<file path="config.mk">
export PLATFORM = sky130hd
export DESIGN_NAME = swm_ring
export DESIGN_NICKNAME = d
export VERILOG_FILES = /design/src/rtl/core/sliding_window_median_macros.svh /design/src/rtl/core/swm_pkg.sv /design/src/rtl/core/swm_ring.sv
export SDC_FILE = /design/constraint.sdc
export NUM_CORES = 2
export LEC_CHECK = 0
export ABC_AREA = 1
export BUFFER_PORTS_ARGS = -buffer_cell sky130_fd_sc_hd__buf_4
export CORE_UTILIZATION = 35
export CTS_CLUSTER_SIZE = 8
export DETAILED_ROUTE_END_ITERATION = 7
export GPL_TIMING_DRIVEN = 1
export MAX_ROUTING_LAYER = met4
export PLACE_DENSITY = 0.58
export RECOVER_POWER = 50
export SYNTH_ARGS = -nofsm -noshare
export SYNTH_HDL_FRONTEND = slang
export SYNTH_SLANG_ARGS = --single-unit
</file>
<file path="constraint.sdc">
create_clock -name clk -period 6.6 [get_ports clk]
set_clock_uncertainty 0.1 [all_clocks]
set_input_delay 1.32 -clock clk [delete_from_list [all_inputs] [get_ports clk]]
set_output_delay 1.32 -clock clk [all_outputs]
set_load 0.02 [all_outputs]
</file>
<file path="src/rtl/core/sliding_window_median_macros.svh">
// assertion macros for the sliding window median core
`ifndef SLIDING_WINDOW_MEDIAN_MACROS_SVH
`define SLIDING_WINDOW_MEDIAN_MACROS_SVH

`ifndef SYNTH
// same-cycle implication, checked out of reset
`define SWM_ASSERT_NOW(label, ante, cons) \
    label: assert property (@(posedge clk) disable iff (!rst_n) (ante) |-> (cons)) \
        else $error("sliding_window_median: assertion failed");
// next-cycle implication, checked out of reset
`define SWM_ASSERT_NEXT(label, ante, cons) \
    label: assert property (@(posedge clk) disable iff (!rst_n) (ante) |=> (cons)) \
        else $error("sliding_window_median: assertion failed");
`else
`define SWM_ASSERT_NOW(label, ante, cons)
`define SWM_ASSERT_NEXT(label, ante, cons)
`endif

`endif

</file>
<file path="src/rtl/core/swm_pkg.sv">
package swm_pkg;

    localparam int MAX_WINDOW_DEF  = 64;
    localparam int SAMPLE_BITS_DEF = 32;

    // window size register
    localparam int              WSIZE_BITS  = 7;
    localparam logic [WSIZE_BITS-1:0] WSIZE_RESET = 7'd3;

    typedef enum logic [1:0] {
        S_IDLE,
        S_SHIFT,
        S_PICK
    } swm_state_t;

    // control broadcast to every cell of the sorted chain
    typedef struct packed {
        logic shift;    // cells take their next value
        logic replace;  // window full: leaving sample is dropped
    } swm_ctrl_t;

endpackage

</file>
<file path="src/rtl/core/swm_ring.sv">
module swm_ring #(
    parameter int DEPTH = swm_pkg::MAX_WINDOW_DEF,
    parameter int WIDTH = swm_pkg::SAMPLE_BITS_DEF,
    parameter int AW    = 6
) (
    input  logic                    clk,
    input  logic                    wr_en,
    input  logic [AW-1:0]           wr_addr,
    input  logic signed [WIDTH-1:0] wr_data,
    input  logic                    rd_en,
    input  logic [AW-1:0]           rd_addr,
    output logic signed [WIDTH-1:0] rd_data
);
    import swm_pkg::*;

    logic signed [WIDTH-1:0] mem [DEPTH];
    logic signed [WIDTH-1:0] rd_data_reg;

    // read returns the old contents when both ports hit the same slot
    always_ff @(posedge clk)
    begin
        if (rd_en)
        begin
            rd_data_reg <= mem[rd_addr];
        end
        if (wr_en)
        begin
            mem[wr_addr] <= wr_data;
        end
    end

    assign rd_data = rd_data_reg;

endmodule

</file>
==> flow_summary.yaml <==
timing:
  setup_slack_ns: 2.473
  hold-worst-slack_ns: 0.7823
  worst-slew-pin-transition_ns: 3.937
  max_freq_ghz: 0.2423
  hold_viol_final: 0
  fin_crit_ns: 4.127
  setup-tns-final_ns: 0
  rsz0062_at_grt: "false"
  fin_crit_sh_pct: 62.52
  setup_violations: 0
  slew_viol_final: 2148
  relSlewSlack_pct: -162.5
detailed_routing:
  viasPerCell: 5.391
  dr.pass1.iters: 6
  vias: 53940
  routed_wl_um: 247200
  initialDrtViolationCount: 6243
  drc: 0
  wire_per_inst_um: 24.71
  ant_nets: 0
setup_path:
  critical-path-max-stage-delay_ns: 2.63
  end_kind: "register"
  crit_slowest_cell: "clkbuf_1"
  worst-path-stages: 1
  reg2reg_to: "rd_data[29]"
  critPathArrivalTime_ns: 4.12
  required_ns: 6.60
  path_max_fanout: 64
  cp_cell_sequence: "clkbuf_1"
  path_buf_inv: 1
  criticalPathCategory: "in2reg"
  r2r_setup_slack_ns: 4.65
  r2r-start: "mem[54][29]"
  cpLargestDelayFamily: "buffers and inverters"
  start_kind: "input port"
  rr_worst_depth: 8
finish:
  final_area_um2: 94910
  stdcell_count: 10006
  area_growth_pct: 14.27
  final_util_pct: 40.28
  layout_common_cells: "2248 x nand2_1, 2080 x edfxtp_1, 1907 x nand3_1"
  final_nets: 6876
  fillers: 21942
  layout-drive-gt1-share_pct: 8.003
  largest_reg_flops: 2048
  multi_input_area_um2: 18770
  final_common_cell: "nand2_1"
  seqCellArea_um2: 62460
logic_synthesis:
  ys_seq_area_share_pct: 75.20
  synth_area_um2: 83060
  synth_top_area_share_pct: 75.20
  ys.warnings.count: 0
  ys_ff_latch: 2080
  syn_avg_cell_area_um2: 12.27
  synth_top_area_cell: "edfxtp_1"
  yosysUniqueCellTypes: 15
  netlist_top_cells_area: "edfxtp_1 75%, nand3_1 11%, nand2_1 10%, buf_2 1.7%, buf_4 0.41%"
  synth_cells: 6769
  syn_nets: 6816
pwr:
  sequentialPowerShare_pct: 49.3
  power_mw: 29.98
  netSwitchingFraction_pct: 21.99
  combPwrFrac_pct: 5.7
  switchingPower_mw: 6.594
  ir_worst_vdd_uv: 193.2
  p_int_mw: 23.39
  power.density_nw_per_um2: 315.9
  p_leak_nw: 32.79
  p_clk_share_pct: 44.9
grt:
  grt_pass1_wl_um: 359600
  overflow: 0
  antenna_found_initial: 20
  grt_max_degree: 235
  grt.total_usage_pct: 21.01
  grt_pass1_vias: 51462
die:
  core.rowCount: 178
  core_um2: 235600
  die_width_um: 489.1
  ioPinCount: 79
  dieArea_um2: 239300
  initial_core_util_pct: 35.25
  chipHeight_um: 489.1
cts:
  hold_buffers: 0
  clock_path_buffers: 4
  postCtsSetupBuffers: 0
  cts-buffers-inserted: 310
  tritoncts: "yes"
  root_buffer: "clkbuf_16"
  clk-insertion-delay-late_ns: 0.93
  ctsResizeCount: 0
  clock-sinks: 2080
  htreeDepth: 5
  clk_pin_slew_ns: 0.05
worst_hold_path:
  min_path_cells: 8
  worstHoldEndpoint: "rd_data[5]"
  min_from: "mem[36][5]"
  min_path_type: "reg2reg"
job:
  maxCapViolCount: 34
placement:
  placed_cell_area_um2: 87100
  dp.cells: 9667
  dpl.hpwl_um: 132800
  globalplace.congestion: 0.8609
  post-place-ws_ns: 1.918
  port_buffers: 78
outcome:
  violations: "max-capacitance violations, max-slew violations"
  status: "finished, violations left"
how the worst max path moves through the flow:
| stage | start | to | slack [ns] |
|---|---|---|---|
| floorplan | wr_en | mem[48][0] | 1.05 |
| global placement | rd_addr[0] | rd_data[18] | 1.92 |
| detailed placement | rd_addr[0] | rd_data[18] | 1.92 |
| CTS | rd_addr[0] | rd_data[18] | 2.89 |
| global route | wr_data[7] | mem[4][7] | 2.42 |
| finish | wr_data[4] | mem[6][4] | 2.47 |
metal layers:
| layer | wire [µm] | global-route usage [%] | part of all wire, % | up-vias |
|---|---|---|---|---|
| met3 | 18910 | 3.482 | 7.6 | 441 |
| li1 | - | - | - | 24172 |
| met1 | 102800 | 27.71 | 42 | 26973 |
| met4 | 10070 | 8.266 | 4.1 | 0 |
| met5 | 0 | - | 0 | - |
| met2 | 115500 | 32.37 | 47 | 2354 |
power groups by stage:
stage	Sequential (mW)	Clock (mW)	Combinational [mW]
after floorplan	15.0	0	0.899
after global placement	15.0	0	1.71
after detailed placement	15.0	0	1.72
after CTS	14.8	13.6	1.72
after global routing	14.8	14.2	1.84
final	14.8	13.5	1.71
worst min-delay path, cell delays in order (launching register included):
cell      delay [ns]
edfxtp_1        0.31
nand2_1         0.05
nand3_1         0.05
nand3_1         0.06
nand3_1         0.07
nand2_1         0.05
nand2_1         0.05
nand3_1         0.06
nand2_1         0.06
logic make-up after synthesis:
kind of cell  after synthesis  share of synthesized area (%)
simple gates             4228                          22.03
flops                    2080                          75.20
buf+inv                   461                          2.769
area by class of cell:
type,count,area share [%]
sequential,2080,65.81
multi-input combinational,4228,19.78
clock buffer,314,8.279
tap,3150,4.153
timing repair buffer,197,1.800
inverter,12,0.08701
antenna,21,0.05537
clock inverter,4,0.03955
cell usage after synthesis:
library cell / count
clkbuf_1: 77
buf_4: 45
buf_2: 282
inv_4: 1
nand2_1: 2248
buf_8: 2
buf_6: 3
buf_1: 40
nand4_1: 9
nor2_1: 56
nand3_1: 1907
edfxtp_1: 2080
inv_2: 2
inv_1: 9
nor4_1: 8
(Power assumes the default switching activity.)
