`src/rtl/core/sliding_window_median_macros.svh`:
```
// assertion macros for the sliding window median core
`ifndef SLIDING_WINDOW_MEDIAN_MACROS_SVH
`define SLIDING_WINDOW_MEDIAN_MACROS_SVH

`ifndef SYNTH
// same-cycle implication, checked out of reset
`define SWM_ASSERT_NOW(label, ante, cons) \
    label: assert property (@(posedge clk) disable iff (!rst_n) (ante) |-> (cons)) \
        else $error("sliding_window_median: assertion failed");
// next-cycle implication, checked out of reset
`define SWM_ASSERT_NEXT(label, ante, cons) \
    label: assert property (@(posedge clk) disable iff (!rst_n) (ante) |=> (cons)) \
        else $error("sliding_window_median: assertion failed");
`else
`define SWM_ASSERT_NOW(label, ante, cons)
`define SWM_ASSERT_NEXT(label, ante, cons)
`endif

`endif

```
`src/rtl/core/swm_pkg.sv`:
```
package swm_pkg;

    localparam int MAX_WINDOW_DEF  = 64;
    localparam int SAMPLE_BITS_DEF = 32;

    // window size register
    localparam int              WSIZE_BITS  = 7;
    localparam logic [WSIZE_BITS-1:0] WSIZE_RESET = 7'd3;

    typedef enum logic [1:0] {
        S_IDLE,
        S_SHIFT,
        S_PICK
    } swm_state_t;

    // control broadcast to every cell of the sorted chain
    typedef struct packed {
        logic shift;    // cells take their next value
        logic replace;  // window full: leaving sample is dropped
    } swm_ctrl_t;

endpackage

```
`src/rtl/core/swm_cell.sv`:
```
module swm_cell #(
    parameter int WIDTH = swm_pkg::SAMPLE_BITS_DEF,
    parameter int CW    = 7,
    parameter int INDEX = 0
) (
    input  logic                    clk,
    input  swm_pkg::swm_ctrl_t      ctrl,
    input  logic [CW-1:0]           count,     // entries held after removal
    input  logic signed [WIDTH-1:0] new_val,
    input  logic signed [WIDTH-1:0] old_val,
    input  logic signed [WIDTH-1:0] left_u,
    input  logic                    left_le,
    input  logic signed [WIDTH-1:0] right_v,
    output logic signed [WIDTH-1:0] v,
    output logic signed [WIDTH-1:0] u,
    output logic                    le
);
    import swm_pkg::*;

    logic signed [WIDTH-1:0] v_reg;
    logic signed [WIDTH-1:0] v_next;
    logic                    ge;

    always_comb
    begin
        // at or past the leaving sample: close the gap from the right
        ge = ctrl.replace && (v_reg >= old_val);
        u  = ge ? right_v : v_reg;
        // an occupied cell stays in place if not above the new sample
        le = (count > CW'(INDEX)) && (u <= new_val);
        if (le)
        begin
            v_next = u;
        end
        else if (left_le)
        begin
            v_next = new_val;
        end
        else
        begin
            v_next = left_u;
        end
    end

    always_ff @(posedge clk)
    begin
        if (ctrl.shift)
        begin
            v_reg <= v_next;
        end
    end

    assign v = v_reg;

endmodule

```
`config.mk`:
```
export PLATFORM = sky130hd
export DESIGN_NAME = swm_cell
export DESIGN_NICKNAME = d
export VERILOG_FILES = /design/src/rtl/core/sliding_window_median_macros.svh /design/src/rtl/core/swm_pkg.sv /design/src/rtl/core/swm_cell.sv
export SDC_FILE = /design/constraint.sdc
export NUM_CORES = 1
export LEC_CHECK = 0
export ABC_AREA = 1
export BUFFER_PORTS_ARGS = -buffer_cell sky130_fd_sc_hd__buf_4
export CORE_MARGIN = 4
export CORE_UTILIZATION = 53
export CTS_BUF_LIST = sky130_fd_sc_hd__clkbuf_4 sky130_fd_sc_hd__clkbuf_8
export DETAILED_ROUTE_END_ITERATION = 12
export PLACE_DENSITY = 0.89
export SKIP_LAST_GASP = 1
export SLEW_MARGIN = 20
export SYNTH_ARGS = -nofsm -noshare
export SYNTH_HDL_FRONTEND = slang
export SYNTH_SLANG_ARGS = --single-unit
```
`constraint.sdc`:
```
create_clock -name clk -period 9.7 [get_ports clk]
set_clock_uncertainty 0.15 [all_clocks]
set_input_delay 0.485 -clock clk [delete_from_list [all_inputs] [get_ports clk]]
set_output_delay 0.485 -clock clk [all_outputs]
set_load 0.1 [all_outputs]
```
==> results of run 1 <==
==> cell families (layout without fill, tap and decap cells) <==
family | count (synthesis) | after routing | share of synthesized area, %
AND/OR/NAND/NOR | 327 | 327 | 34.1
buffers and inverters | 168 | 356 | 16.7
AO/OA/AOI/OAI | 72 | 72 | 8.65
adder cells (fa/ha/maj) | 64 | 64 | 18.3
flip-flops | 32 | 32 | 22.0
multiplexers | 1 | 1 | 0.258
==> cell usage after synthesis <==
cell type / n / area share, %
sky130_fd_sc_hd__a21o_1: 4 / 0.69
sky130_fd_sc_hd__a21oi_1: 60 / 6.9
sky130_fd_sc_hd__and2_1: 16 / 2.3
sky130_fd_sc_hd__and2_2: 15 / 2.6
sky130_fd_sc_hd__buf_2: 4 / 0.46
sky130_fd_sc_hd__buf_4: 3 / 0.52
sky130_fd_sc_hd__buf_6: 3 / 0.77
sky130_fd_sc_hd__clkbuf_1: 7 / 0.60
sky130_fd_sc_hd__clkbuf_8: 6 / 1.9
sky130_fd_sc_hd__edfxtp_1: 32 / 22
sky130_fd_sc_hd__ha_1: 64 / 18
sky130_fd_sc_hd__inv_1: 144 / 12
sky130_fd_sc_hd__inv_2: 1 / 0.086
sky130_fd_sc_hd__mux2_2: 1 / 0.26
sky130_fd_sc_hd__nand2_1: 166 / 14
sky130_fd_sc_hd__nand2_4: 1 / 0.26
sky130_fd_sc_hd__nand3_1: 70 / 8.0
sky130_fd_sc_hd__nand3_2: 1 / 0.23
sky130_fd_sc_hd__nand3_4: 1 / 0.40
sky130_fd_sc_hd__nand4_1: 4 / 0.57
sky130_fd_sc_hd__nor2_1: 48 / 4.1
sky130_fd_sc_hd__nor2_2: 1 / 0.14
sky130_fd_sc_hd__nor2_4: 1 / 0.26
sky130_fd_sc_hd__nor4_2: 1 / 0.29
sky130_fd_sc_hd__nor4_4: 1 / 0.49
sky130_fd_sc_hd__o21a_1: 3 / 0.52
sky130_fd_sc_hd__o21ai_0: 5 / 0.57
sky130_fd_sc_hd__or4_1: 1 / 0.17
==> layer usage <==
metal / GRT usage (%) / part of all wire [%] / routed length, um
met3: 4.88 / 8.7 / 1240
met5: 0 / 0 / 0
met4: 9.66 / 3.1 / 446
met2: 52.3 / 52 / 7400
met1: 32.7 / 36 / 5160
==> final timing paths <==
path	endpoint	start	slack, ns	cells after the start
worst max-delay path	le	v[31]	3.48	22
worst min-delay path	v[0]	left_u[0]	0.47	4
worst max register to register	v[11]	v[31]	3.65	24
worst min register to register	v[20]	v[20]	0.58	4
==> final cells by class <==
cell class / count / share of cell area [%]
multi-input combinational: 464 / 45.2
clock buffer: 6 / 1.29
clock inverter: 2 / 0.190
timing repair buffer: 203 / 25.7
inverter: 145 / 9.19
tap: 102 / 2.15
sequential: 32 / 16.2
==> critical path, stage by stage, from the launching register on <==
cell	delay [ns]
sky130_fd_sc_hd__edfxtp_1	0.46
sky130_fd_sc_hd__ha_1	0.39
sky130_fd_sc_hd__nand2_1	0.14
sky130_fd_sc_hd__nor2_2	0.05
sky130_fd_sc_hd__nand2_1	0.15
sky130_fd_sc_hd__inv_1	0.06
sky130_fd_sc_hd__a21oi_1	0.27
sky130_fd_sc_hd__nand2_1	0.10
sky130_fd_sc_hd__nand2_1	0.10
sky130_fd_sc_hd__nand3_4	0.36
sky130_fd_sc_hd__nand2_4	0.46
sky130_fd_sc_hd__nand2_1	0.12
sky130_fd_sc_hd__and2_2	0.20
sky130_fd_sc_hd__ha_1	0.31
sky130_fd_sc_hd__nand3_1	0.08
sky130_fd_sc_hd__nor2_1	0.12
sky130_fd_sc_hd__nand4_1	0.17
sky130_fd_sc_hd__nor2_1	0.21
sky130_fd_sc_hd__nand2_1	0.13
sky130_fd_sc_hd__a21oi_1	0.20
sky130_fd_sc_hd__nor2_1	0.11
sky130_fd_sc_hd__nor2_4	0.67
sky130_fd_sc_hd__buf_4	0.43
==> stage by stage <==
step	hold slack, ns	setup WS, ns
detailed placement	0.550	3.64
finish	0.472	3.48
global route	0.481	3.20
global placement	0.531	3.88
CTS	0.460	3.56
floorplan	0.447	4.25
==> flow_summary.toml, run 1 <==
[cts]
clock-sinks = 32
clockBufferDepth = 2
numCtsBuffers = 5
cts_post_setup_buffers_inserted = 0
cts_hold_buf = 0
cts.repair.resized = 0
ctsRootBufferMaster = "sky130_fd_sc_hd__clkbuf_8"
clkLatencyLatePin_ns = 0.28
number_of_levels_the_h_tree_was_split_into = 2
cts_tree = "done"
clkSlewWorstSetupHoldPaths_ns = 0.07

[sta]
final_period_minus_worst_setup_slack_ns = 6.22
final.period_utilization_pct = 64.2
max_slew_margin_pct = 41.8
final-max-slew-violation-count = 0
finalHoldViolCount = 0
setup_repair_after_global_routing_missed_its_margin = "false"
worst_pin_slew_ns = 0.871
setup-violations-final = 0
fin_tns_setup_ns = 0
achievable-frequency_ghz = 0.161

[final_layout]
layout-drive-gt1-share_pct = 27.5
diodes = 0
filler_cell_count = 632
final_cell_mix = "203 x sky130_fd_sc_hd__buf_4, 166 x sky130_fd_sc_hd__nand2_1, 144 x sky130_fd_sc_hd__inv_1, 70 x sky130_fd_sc_hd__nand3_1, 64 x sky130_fd_sc_hd__ha_1"
postLayoutCoreUtil_pct = 75.1
flip_flop_count_of_the_largest_register_after_layout = 32
finalNetCount = 1054
post-route-cell-area_um2 = 5920
layoutNonFillerInstCount = 954
mostFrequentLayoutCell = "sky130_fd_sc_hd__buf_4"
syn2layout_area_growth_pct = 35.6
ff_latch_area_um2 = 961
multi_input_area_um2 = 2680

[run]
max_cap_viol_count = 0

[critical_path]
cp-end-kind = "output pin"
required_time_worst_endpoint_ns = 9.07
cp-start-kind = "register"
worst-setup-path-type = "register to output pin"
critPathArrivalTime_ns = 5.59
cp_max_fo = 34

[drt]
routed_via_density = 5.31
vias = 5067
first_iter_violations = 340
aggregate_routed_wire_length_um = 14200
remaining_drc_errors = 0
antenna_left = 0
detailedRoute.firstPassIterationCount = 5
routed_wire_length_per_instance_um = 14.9

[global_routing]
antenna_found_initial = 0
grt_pass1_wl_um = 22900
grt_max_degree = 64
vias_in_the_first_global_route = 5095
grt.total_usage_pct = 28.3
globalRouteOverflowTotal = 0

[placed_design]
dp.final_hpwl_um = 11400
io_buffer_count = 203
finalWeightedCongestion = 0.930
dp.cells = 946
instance_area_at_placement_um2 = 5840

[yosys]
syn-num-nets = 867
synth.lib_cells_used.distinct = 28
synth_warnings = 0
synth-seq-area-share_pct = 22.0
synthesized_netlist_cell_count = 664
postSynthRegisterBits = 32
syn_area_per_cell_um2 = 6.58
cell_area_synth_um2 = 4370

[floorplanning]
floorplan.io_pins = 204
vert_die_dim_um = 98.8
placement_rows = 32
initial_utilization_pct = 55.4
design.core.area_um2 = 7890
die-width_um = 98.8
fp.dieArea_um2 = 9760

[worst_hold_path]
worst_hold_path_type = "primary input to register"

[outcome]
run_status = "completed"
Power of run 1 is not shown: default switching activity piles up to over one toggle a cycle in this logic, so the estimate is an artifact.
==> run 2, diff against run 1 <==
- CORE_UTILIZATION: 53 -> 44
- PLACE_DENSITY: 0.89 -> 0.79
- clock period: 9.7 -> 5.2 ns (I/O delays scaled with it)
==> run 2 against run 1 <==
Against the previous run: non-clock buffer count up 5; register-to-register slack got worse by 3.1 ns; final area grew 1.8%; worst hold slack worse by 0.23 ns; critical endpoint unchanged.
==> flow_summary.toml, run 2 (synthesis results as in run 1) <==
[cts]
clock-sinks = 32
ctsRootBufferMaster = "sky130_fd_sc_hd__clkbuf_8"
clkSlewWorstSetupHoldPaths_ns = 0.07
number_of_levels_the_h_tree_was_split_into = 2
numCtsBuffers = 5
cts_tree = "done"
clkLatencyLatePin_ns = 0.28
clockBufferDepth = 2

[final_layout]
mostFrequentLayoutCell = "sky130_fd_sc_hd__buf_4"
postLayoutCoreUtil_pct = 61.9
filler_cell_count = 953
final_cell_mix = "205 x sky130_fd_sc_hd__buf_4, 166 x sky130_fd_sc_hd__nand2_1, 144 x sky130_fd_sc_hd__inv_1, 70 x sky130_fd_sc_hd__nand3_1, 64 x sky130_fd_sc_hd__ha_1"
flip_flop_count_of_the_largest_register_after_layout = 32
diodes = 0
finalNetCount = 1059
post-route-cell-area_um2 = 6030
syn2layout_area_growth_pct = 37.9
layout-drive-gt1-share_pct = 29.2
layoutNonFillerInstCount = 987
multi_input_area_um2 = 2700
ff_latch_area_um2 = 961

[critical_path]
worst-setup-path-type = "register to output pin"
cp_max_fo = 22
cp-start-kind = "register"
required_time_worst_endpoint_ns = 4.79
cp-end-kind = "output pin"
critPathArrivalTime_ns = 4.33

[drt]
remaining_drc_errors = 0
routed_wire_length_per_instance_um = 13.4
detailedRoute.firstPassIterationCount = 5
aggregate_routed_wire_length_um = 13300
routed_via_density = 4.77
vias = 4705
antenna_left = 0
first_iter_violations = 209

[global_routing]
grt.total_usage_pct = 22.4
antenna_found_initial = 0
grt_pass1_wl_um = 20800
globalRoute.busiestLayer = "met2"
groute.layer.met1.usage_pct = 27.3
grt_max_degree = 64
globalRouteOverflowTotal = 0
grt.met2_usage_pct = 40.5
vias_in_the_first_global_route = 4530
use_met3_pct = 3.72

[placed_design]
dp.final_hpwl_um = 10700
dp.cells = 980
instance_area_at_placement_um2 = 5910
finalWeightedCongestion = 0.845
io_buffer_count = 203

[floorplanning]
die-width_um = 108
design.core.area_um2 = 9730
placement_rows = 36
fp.dieArea_um2 = 11600
floorplan.io_pins = 204
initial_utilization_pct = 44.9
vert_die_dim_um = 108

[worst_hold_path]
worst_hold_path_type = "primary input to register"

[sta]
finalHoldViolCount = 0
fin_tns_setup_ns = 0
final-max-slew-violation-count = 0
achievable-frequency_ghz = 0.211
worst_pin_slew_ns = 0.628
final.period_utilization_pct = 91.1
setup-violations-final = 0
max_slew_margin_pct = 58.2
final_period_minus_worst_setup_slack_ns = 4.74
setup_repair_after_global_routing_missed_its_margin = "false"

[run]
max_cap_viol_count = 0

[outcome]
run_status = "completed"
==> run 2: cell types whose count changed in the layout (fill, tap and decap cells not counted), moves of 2 or more <==
| cell | before | now |
|---|---|---|
| sky130_fd_sc_hd__and2_2 | 15 | 27 |
| sky130_fd_sc_hd__buf_4 | 203 | 205 |
| sky130_fd_sc_hd__buf_6 | 0 | 2 |
| sky130_fd_sc_hd__and2_1 | 16 | 4 |
==> run 2: worst max-delay path: stages, from the launching register on <==
cell	delay [ns]
sky130_fd_sc_hd__edfxtp_1	0.44
sky130_fd_sc_hd__ha_1	0.39
sky130_fd_sc_hd__nand2_1	0.10
sky130_fd_sc_hd__nor2_2	0.12
sky130_fd_sc_hd__nand2_1	0.13
sky130_fd_sc_hd__nor4_4	0.22
sky130_fd_sc_hd__nand2_1	0.13
sky130_fd_sc_hd__nand2_1	0.07
sky130_fd_sc_hd__nand2_1	0.08
sky130_fd_sc_hd__nand3_4	0.18
sky130_fd_sc_hd__buf_6	0.26
sky130_fd_sc_hd__nand3_1	0.12
sky130_fd_sc_hd__and2_2	0.23
sky130_fd_sc_hd__ha_1	0.29
sky130_fd_sc_hd__a21oi_1	0.13
sky130_fd_sc_hd__o21ai_0	0.14
sky130_fd_sc_hd__a21oi_1	0.21
sky130_fd_sc_hd__nand2_1	0.09
sky130_fd_sc_hd__nand2_1	0.08
sky130_fd_sc_hd__nand3_1	0.07
sky130_fd_sc_hd__nand2_1	0.06
sky130_fd_sc_hd__nor2_1	0.06
sky130_fd_sc_hd__nor2_4	0.17
sky130_fd_sc_hd__buf_6	0.25
==> run 2: area by class of cell <==
cell class	count	area share, %
inverter	145	9.07
multi-input combinational	464	44.8
tap	133	2.76
timing repair buffer	208	26.2
clock buffer	5	1.14
sequential	32	15.9
==> run 2: what timing repair did <==
action	in CTS	in global routing
gates resized for setup	0	5
setup buffers	0	2
hold buffers	0	0
setup endpoints to repair	0	33
==> run 2: stage by stage <==
| stage | setup slack, ns | hold slack (ns) |
|---|---|---|
| 2_1_floorplan | 0.00229 | 0.222 |
| 3_3_place_gp | 0.353 | 0.521 |
| 3_5_place_dp | 0.295 | 0.523 |
| 4_1_cts | 0.141 | 0.228 |
| 5_1_grt | 0.0773 | 0.240 |
| 6_report | 0.460 | 0.237 |
==> run 2: routing by layer <==
metal	part of all wire (%)	vias to the layer above
li1	-	2472
met1	42	2051
met2	50	161
met3	6.3	21
met4	2.0	0
met5	0	-
==> run 2: path summary, 6_finish.rpt <==
path	from	to	slack, ns	cells past startpoint
setup / recovery	v[31]	le	0.46	23
hold / removal	right_v[23]	v[23]	0.24	5
setup reg to reg	v[31]	v[12]	0.53	25
hold reg to reg	v[23]	v[23]	0.55	4
Power of run 2 is left out for the same reason.
==> run 3, diff against run 2 <==
- ABC_AREA: 1 -> unset
- CORE_UTILIZATION: 44 -> 43
- PLACE_DENSITY: 0.79 -> 0.8
==> run 3 against run 2 <==
Against the previous run: critical path depth fell by 6; sequential cell count did not move; worst setup slack got worse by 0.21 ns; cell count fell by 20%; critical endpoint unchanged; highest routed layer unchanged; synthesized area fell by 10%; non-clock buffer count rose by 5; largest cell class unchanged; global-route usage rose by 5.3 points.
==> flow_summary.toml, run 3 <==
[cts]
ctsRootBufferMaster = "sky130_fd_sc_hd__clkbuf_8"
clock-sinks = 32
cts_tree = "done"
numCtsBuffers = 5
clkLatencyLatePin_ns = 0.29
clockBufferDepth = 2
number_of_levels_the_h_tree_was_split_into = 2
cts_hold_buf = 0
clkSlewWorstSetupHoldPaths_ns = 0.08

[worst_hold_path]
worst_hold_path_type = "primary input to register"
hold_depth = 3
hp-start = "left_u[0]"
hold_end = "v[0]"

[drt]
vias = 4682
first_iter_violations = 244
detailedRoute.firstPassIterationCount = 6
aggregate_routed_wire_length_um = 15800
routed_wire_length_per_instance_um = 20.0
antenna_left = 0
met3WireLength_um = 1240
route.top_layer_used = "met4"
routed_via_density = 5.90
remaining_drc_errors = 0
met1_length_um = 6330
routed-wl-met2_um = 7810

[final_layout]
syn2layout_area_growth_pct = 50.4
final_cell_mix = "211 x sky130_fd_sc_hd__buf_4, 68 x sky130_fd_sc_hd__inv_1, 60 x sky130_fd_sc_hd__ha_1, 34 x sky130_fd_sc_hd__nand3_1"
filler_cell_count = 745
diodes = 0
mostFrequentLayoutCell = "sky130_fd_sc_hd__buf_4"
ff_latch_area_um2 = 961
layout-drive-gt1-share_pct = 39.7
multi_input_area_um2 = 2860
finalNetCount = 887
flip_flop_count_of_the_largest_register_after_layout = 32

[floorplanning]
placement_rows = 34
initial_utilization_pct = 44.7
die-width_um = 104
vert_die_dim_um = 104
floorplan.io_pins = 204
design.core.area_um2 = 8810
fp.dieArea_um2 = 10700

[yosys]
cell_area_synth_um2 = 3930
synth_enable_flop_cells = 32
synth_top_cells_by_count = "68 x sky130_fd_sc_hd__inv_1, 64 x sky130_fd_sc_hd__ha_1, 50 x sky130_fd_sc_hd__nand2_1"
synth_compound_area_share_pct = 24.8
post_synth_mux_area_share_pct = 0.509
post_synth_fa_ha_maj_area_fraction_pct = 20.4
synth.lib_cells_used.distinct = 42
syn_area_per_cell_um2 = 7.96
post-synth-top-count-cell = "sky130_fd_sc_hd__inv_1"
synth_warnings = 0
netlist.top_cell.by_area = "sky130_fd_sc_hd__edfxtp_1"
syn-num-nets = 697
synthesized_netlist_cell_count = 494
post_synth_main_area_contributors = "sky130_fd_sc_hd__edfxtp_1 24%, sky130_fd_sc_hd__ha_1 20%, sky130_fd_sc_hd__a221oi_1 7.3%, sky130_fd_sc_hd__inv_1 6.5%, sky130_fd_sc_hd__o21ai_0 5.2%"
synth_xor_xnor_area_share_pct = 0
synth_flop_cell = "sky130_fd_sc_hd__edfxtp_1"
synth-seq-area-share_pct = 24.4
synthDominantCellAreaShare_pct = 24.4
synth-simple-area-share_pct = 19.4
postSynthRegisterBits = 32
combinational_family_with_the_most_area_after_synthesis = "compound AO/OA/AOI/OAI gates"
synthArstFlopShare_pct = 0

[placed_design]
dp.final_hpwl_um = 12200
finalWeightedCongestion = 0.927
io_buffer_count = 203

[critical_path]
required_time_worst_endpoint_ns = 4.79
cp-end-kind = "output pin"
worst_r2r_startpoint = "v[17]"
cpMaxStageDelayCell = "sky130_fd_sc_hd__edfxtp_1"
cp-start-kind = "register"
worst-setup-path-type = "register to output pin"
critPathArrivalTime_ns = 4.54
cp_max_fo = 12
setup.reg_to_reg.worst_slack_ns = 0.32
cp_common_cell = "sky130_fd_sc_hd__buf_4"
critPathMaxStageDelay_ns = 0.43
crit-reg2reg-capture = "v[16]"
worstPathCellList = "ha_1 -> a21o_1 -> a221o_1 -> a221oi_2 -> or2_2 -> a22oi_2 -> buf_4 -> buf_4 -> o21ai_1 -> nand2_4 -> ha_4 -> inv_1 -> or3_1 -> o32a_1 -> o211ai_2 -> and2_2 -> buf_8"
worst_r2r_path_depth = 18

[sta]
setup-violations-final = 0
setup_repair_after_global_routing_missed_its_margin = "false"
finalHoldViolCount = 0
final_period_minus_worst_setup_slack_ns = 4.95
achievable-frequency_ghz = 0.202
final.period_utilization_pct = 95.1
max_slew_margin_pct = 24.9
worst_pin_slew_ns = 1.12
fin_tns_setup_ns = 0
final-max-slew-violation-count = 0

[global_routing]
grt.total_usage_pct = 27.7
globalRouteOverflowTotal = 0
grt_pass1_wl_um = 24200
grt_max_degree = 64
vias_in_the_first_global_route = 4798
antenna_found_initial = 0

[outcome]
run_status = "completed"

[run]
max_cap_viol_count = 0
==> run 3: cell type report <==
type,count,area share [%]
Clock inverter,1,0.0635
Inverter,68,4.32
Timing Repair Buffer,213,27.2
Multi-Input combinational cell,364,48.4
Clock buffer,7,1.42
Tap cell,108,2.29
Sequential cell,32,16.3
==> run 3: worst max-delay path, delay by kind of cell, from the launching register on <==
family | cells | cell delay, ns
adder cells (fa/ha/maj) | 2 | 0.61
AND/OR/NAND/NOR | 4 | 0.88
AO/OA/AOI/OAI | 7 | 1.66
flip-flops | 1 | 0.43
buffers and inverters | 4 | 0.65
==> run 3: repair_timing <==
item                       4_1_cts  5_1_grt
gates resized for setup          2       21
pin swaps                        1        2
setup buffers                    2        0
setup endpoints to repair        1       33
cloned                           0        0
==> run 3: how the worst max path moves through the flow <==
stage | from | endpoint | cells past startpoint
6_report | v[17] | le | 17
5_1_grt | v[17] | le | 17
4_1_cts | v[31] | le | 17
3_5_place_dp | v[31] | v[21] | 17
3_3_place_gp | v[31] | v[21] | 17
2_1_floorplan | v[17] | v[25] | 19
==> run 3: logic make-up after synthesis <==
group | after synthesis
AOI/OAI and AO/OA | 148
adders and majority gates | 64
buffers and inverters | 98
DFF | 32
muxes | 2
and+or+nand+nor | 150
==> run 3: through the flow <==
| step | setup WS, ns | instance area (um^2) | hold slack (ns) | util, % | instances |
|---|---|---|---|---|---|
| final | 0.253 | 5910 | 0.184 | 67.1 | 793 |
| after global routing | 0.0222 | 5910 | 0.216 | 67.1 | 793 |
| after CTS | 0.0467 | 5870 | 0.182 | 66.7 | 793 |
| after detailed placement | 0.0352 | 5760 | 0.484 | 65.4 | 783 |
| after global placement | 0.103 | 5760 | 0.475 | 65.4 | 783 |
| after floorplan | 0.000216 | 4200 | 0.222 | - | 494 |
==> run 3: per-layer routing <==
metal / global-route usage, % / up-vias
li1: - / 2205
met1: 33.4 / 2198
met2: 48.4 / 241
met3: 5.41 / 38
met4: 11.1 / 0
met5: 0 / -
Power of run 3 is left out for the same reason.
